===== config.mk =====
export PLATFORM = sky130hd
export DESIGN_NAME = dle_ram
export DESIGN_NICKNAME = d
export VERILOG_FILES = /design/src/hdl/dle_ram.sv
export SDC_FILE = /design/constraint.sdc
export NUM_CORES = 2
export LEC_CHECK = 0
export BUFFER_PORTS_ARGS = -buffer_cell sky130_fd_sc_hd__buf_2
export CAP_MARGIN = 10
export CORE_MARGIN = 5
export CORE_UTILIZATION = 59
export CTS_BUF_LIST = sky130_fd_sc_hd__clkbuf_4 sky130_fd_sc_hd__clkbuf_8
export DETAILED_ROUTE_END_ITERATION = 16
export PLACE_DENSITY = 0.84
export RECOVER_POWER = 100
export SYNTH_ARGS = -nofsm -noshare
export SYNTH_HDL_FRONTEND = slang
export SYNTH_SLANG_ARGS = --single-unit

===== constraint.sdc =====
create_clock -name clock -period 5.2 [get_ports clock]
set_input_delay 0.26 -clock clock [delete_from_list [all_inputs] [get_ports clock]]
set_output_delay 0.26 -clock clock [all_outputs]
set_load 0.005 [all_outputs]

===== src/hdl/dle_ram.sv =====
// Simple one-write, one-read memory with registered read data.
// Self-contained; no package needed.
`timescale 1ns / 1ps
`default_nettype none
module dle_ram #(
   parameter int DEPTH = 64,
   parameter int WIDTH = 64
) (
   input  wire logic                     clock,
   input  wire logic                     wr_en,
   input  wire logic [$clog2(DEPTH)-1:0] wr_addr,
   input  wire logic [WIDTH-1:0]         wr_data,
   input  wire logic [$clog2(DEPTH)-1:0] rd_addr,
   output logic      [WIDTH-1:0]         rd_data
);
   logic [WIDTH-1:0] mem [DEPTH];

   always_ff @(posedge clock) begin
      if (wr_en) begin
         mem[wr_addr] <= wr_data;
      end
   end

   always_ff @(posedge clock) begin
      rd_data <= mem[rd_addr];
   end
endmodule
`default_nettype wire


==> out/qor.csv <==
stage;metric;value;unit
clock_tree;worstSkewPairLatency;1.15;ns
timing;tightest_slew;3.719;ns
run_status;status;finished, violations left;
worst_setup_path;crit_fanout;44;
timing;drv_slew;6272;
timing;post-route-period-util;80.99;%
worst_setup_path;critPathLaunchType;input port;
placed_design;dp_hpwl;225900;um
worst_setup_path;path_buf_inv;3;
clock_tree;clkTransAtPathRegs;0.07;ns
worst_setup_path;criticalPathCategory;input port to register;
global_routing;grt_max_degree;93;
worst_setup_path;max_stage_delay;1.68;ns
logic_synthesis;syn-num-nets;6676;
die;die_h;524.8;um
final_layout;multiInputGateArea;30500;sq um
power;power.total;66980;uW
worst_setup_path;worstPathArrival;4.86;ns
die;initial_utilization;59.14;%
global_routing;grt-ovfl-total;0;
final_layout;fin_util;66.11;%
die;die_width;524.8;um
logic_synthesis;ys.flop_type;edfxtp_1;
timing;slew_headroom;-147.9;%
timing;grt_setup_unrepaired;no;
worst_setup_path;cp_cell_sequence;dlygate4sd3_1, clkbuf_1, nor2b_1, nand3_1, nor2_4, clkbuf_2;
final_layout;nets;7364;
final_layout;seq_area;124300;sq um
die;io_pins;142;
drt;drt-total-wl;446100;um
worst_setup_path;critPathCaptureType;register;
placed_design;gp_congestion;0.8243;
worst_setup_path;cp_slowest_cell;clkbuf_2;
clock_tree;cts-root-buf;clkbuf_8;
power;p_per_area;383.2;nW/um^2
drt;drtAntennaViolNets;0;
die;coreArea;264400;sq um
run;cap_viol_max_count;133;
drt;drtPass1Iterations;6;
drt;drt-initial-drc-count;15650;
run_status;violations;max-capacitance violations, max-slew violations;
final_layout;syn2layout_area_growth;11.80;%
global_routing;grt.total_usage;32.38;%
clock_tree;cts_made_buffers;621;
timing;setup_viol;0;
logic_synthesis;synth_cells;6598;
logic_synthesis;netlist_area;156300;sq um
logic_synthesis;ys_seq_area_share;79.49;%
timing;fin_crit;4.212;ns
worst_setup_path;required;5.84;ns
clock_tree;cts_setup_buffers;0;
final_layout;fillerInstances;14910;
logic_synthesis;syn_area_per_cell;23.70;sq um
clock_tree;cts_tree;built;
die;die_area;275400;sq um
power;irDropWorstVdd;0.3173;mV
logic_synthesis;synth_warnings;0;
final_layout;drive_gt1_share;29.31;%
clock_tree;cts_buffer_depth;4;
drt;drc_errors;0;
clock_tree;clock-sinks;4160;
timing;hold_violations;0;
timing;setup_tns;0;ns
logic_synthesis;synth_cell_type_count;33;
clock_tree;cts.htree.levels;6;
drt;vias;81720;
die;row_count;189;
worst_setup_path;cp_top_family;buffers and inverters;
timing;max_freq;237.4;MHz
global_routing;grt_pass1_wl;628300;um
timing;fin_skew;0.07664;ns
logic_synthesis;synth_async_sr_flop_share;0;%
drt;routed_via_density;7.221;
logic_synthesis;ys_ff_latch;4160;
global_routing;grt_pass1_vias;84390;
worst_hold_path;hp-class;input port to register;
logic_synthesis;synth_edf_count;4096;
global_routing;grt_antenna_before_repair;29;
placed_design;portBuffers;141;
drt;wire_per_inst;39.42;um
power;p_leak;0.05465;uW
-- cells by family (layout without fill, tap and decap cells) --
logic type	count (synthesis)	in the layout	synth area share, %
flip-flops	4160	4160	79.49
multiplexers	1159	1159	15.61
AO/OA/AOI/OAI	504	504	2.477
buffers and inverters	389	1559	1.180
AND/OR/NAND/NOR	386	386	1.240
other	0	15	0
-- per-stage QoR --
step | hold WS (ns) | worst slack, ns | std cells | cell area, sq um
after CTS | 0.02607 | 2.440 | 11300 | 175500
after detailed placement | 0.6501 | 1.764 | 10120 | 162800
after global placement | 0.6509 | 1.785 | 10120 | 162800
after floorplan | 0.3589 | 0.9097 | 6598 | 156400
after global routing | 0.04101 | 1.148 | 11310 | 174800
final | 0.05911 | 0.9884 | 11320 | 174800
-- tightest hold or removal path: stages --
cell	delay, ns
buf_2	0.15
or3b_2	0.31
nor2_4	0.23
-- registers in the layout (all words and copies together), names as in the netlist --
register  count
mem        4096
rd_data      64
-- placed cells by master, fill, tap and decap left out, types with 29 or more instances in the layout --
cell	netlist	layout
nand3_1	45	45
dlygate4sd3_1	0	72
clkbuf_1	140	153
o22ai_1	83	83
a211oi_1	63	63
and3_1	64	64
clkbuf_2	0	29
mux2i_1	135	135
a22oi_1	168	168
edfxtp_1	4096	4096
or3_1	29	29
nor2_1	112	84
clkinv_1	0	131
buf_12	0	54
buf_4	34	108
dfxtp_1	64	64
clkbuf_4	0	213
nand2_1	58	56
clkinv_2	0	61
a22o_1	88	88
clkbuf_8	0	657
mux4_2	1024	1024
o221ai_1	38	38
-- worst paths after layout --
| check | from | to | slack (ns) | depth (start not counted) |
|---|---|---|---|---|
| worst max-delay path | wr_addr[2] | mem[37][40] | 0.99 | 6 |
| worst min-delay path | wr_addr[4] | mem[37][26] | 0.06 | 3 |
| worst max register to register | mem[43][20] | rd_data[20] | 2.91 | 5 |
| worst min register to register | mem[20][61] | rd_data[61] | 0.85 | 4 |
-- routing by layer --
metal  wire [um]  GRT usage [%]  up-vias
met5          90              0        -
met4       32540          19.62       14
met3       72340          9.665     1823
met2      208500          49.61     8889
met1      132600          41.52    41060
li1            -              -    29940
-- cells in the mapped netlist (all sizes together), types with 26 or more instances --
| cell | number | area share, % |
|---|---|---|
| mux4 | 1024 | 15 |
| a22oi | 168 | 0.81 |
| nand3 | 45 | 0.14 |
| nand2 | 58 | 0.14 |
| buf | 230 | 0.80 |
| or3 | 29 | 0.12 |
| nor2 | 112 | 0.27 |
| and3 | 64 | 0.26 |
| dfxtp | 64 | 0.82 |
| a41oi | 26 | 0.15 |
| clkbuf | 140 | 0.34 |
| or2 | 28 | 0.11 |
| nor2b | 28 | 0.11 |
| edfxtp | 4096 | 79 |
| a211oi | 63 | 0.30 |
| o221ai | 38 | 0.21 |
| a22o | 88 | 0.49 |
| o22ai | 83 | 0.33 |
| mux2i | 135 | 0.86 |
-- layout make-up --
cell class	count	share of cell area (%)
diodes	15	0.02147
clock buffers	869	6.084
clock inverters	236	0.8010
multi-input cells	2049	17.45
flip-flops and latches	4160	71.10
inverters	19	0.04080
well taps	3533	2.529
repair buffers	435	1.974
-- what timing repair did --
item / 4_1_cts / 5_1_grt
gates resized for setup: 0 / 0
hold buffers: 72 / 0
hold endpoints to repair: 4222 / 0
-- power by group --
group	total [uW]	internal, uW	switching, uW
logic	3250	1160	2080
clock network	26300	13700	12600
registers	37400	37200	197
total	67000	52100	14900
(Power assumes the default switching activity.)
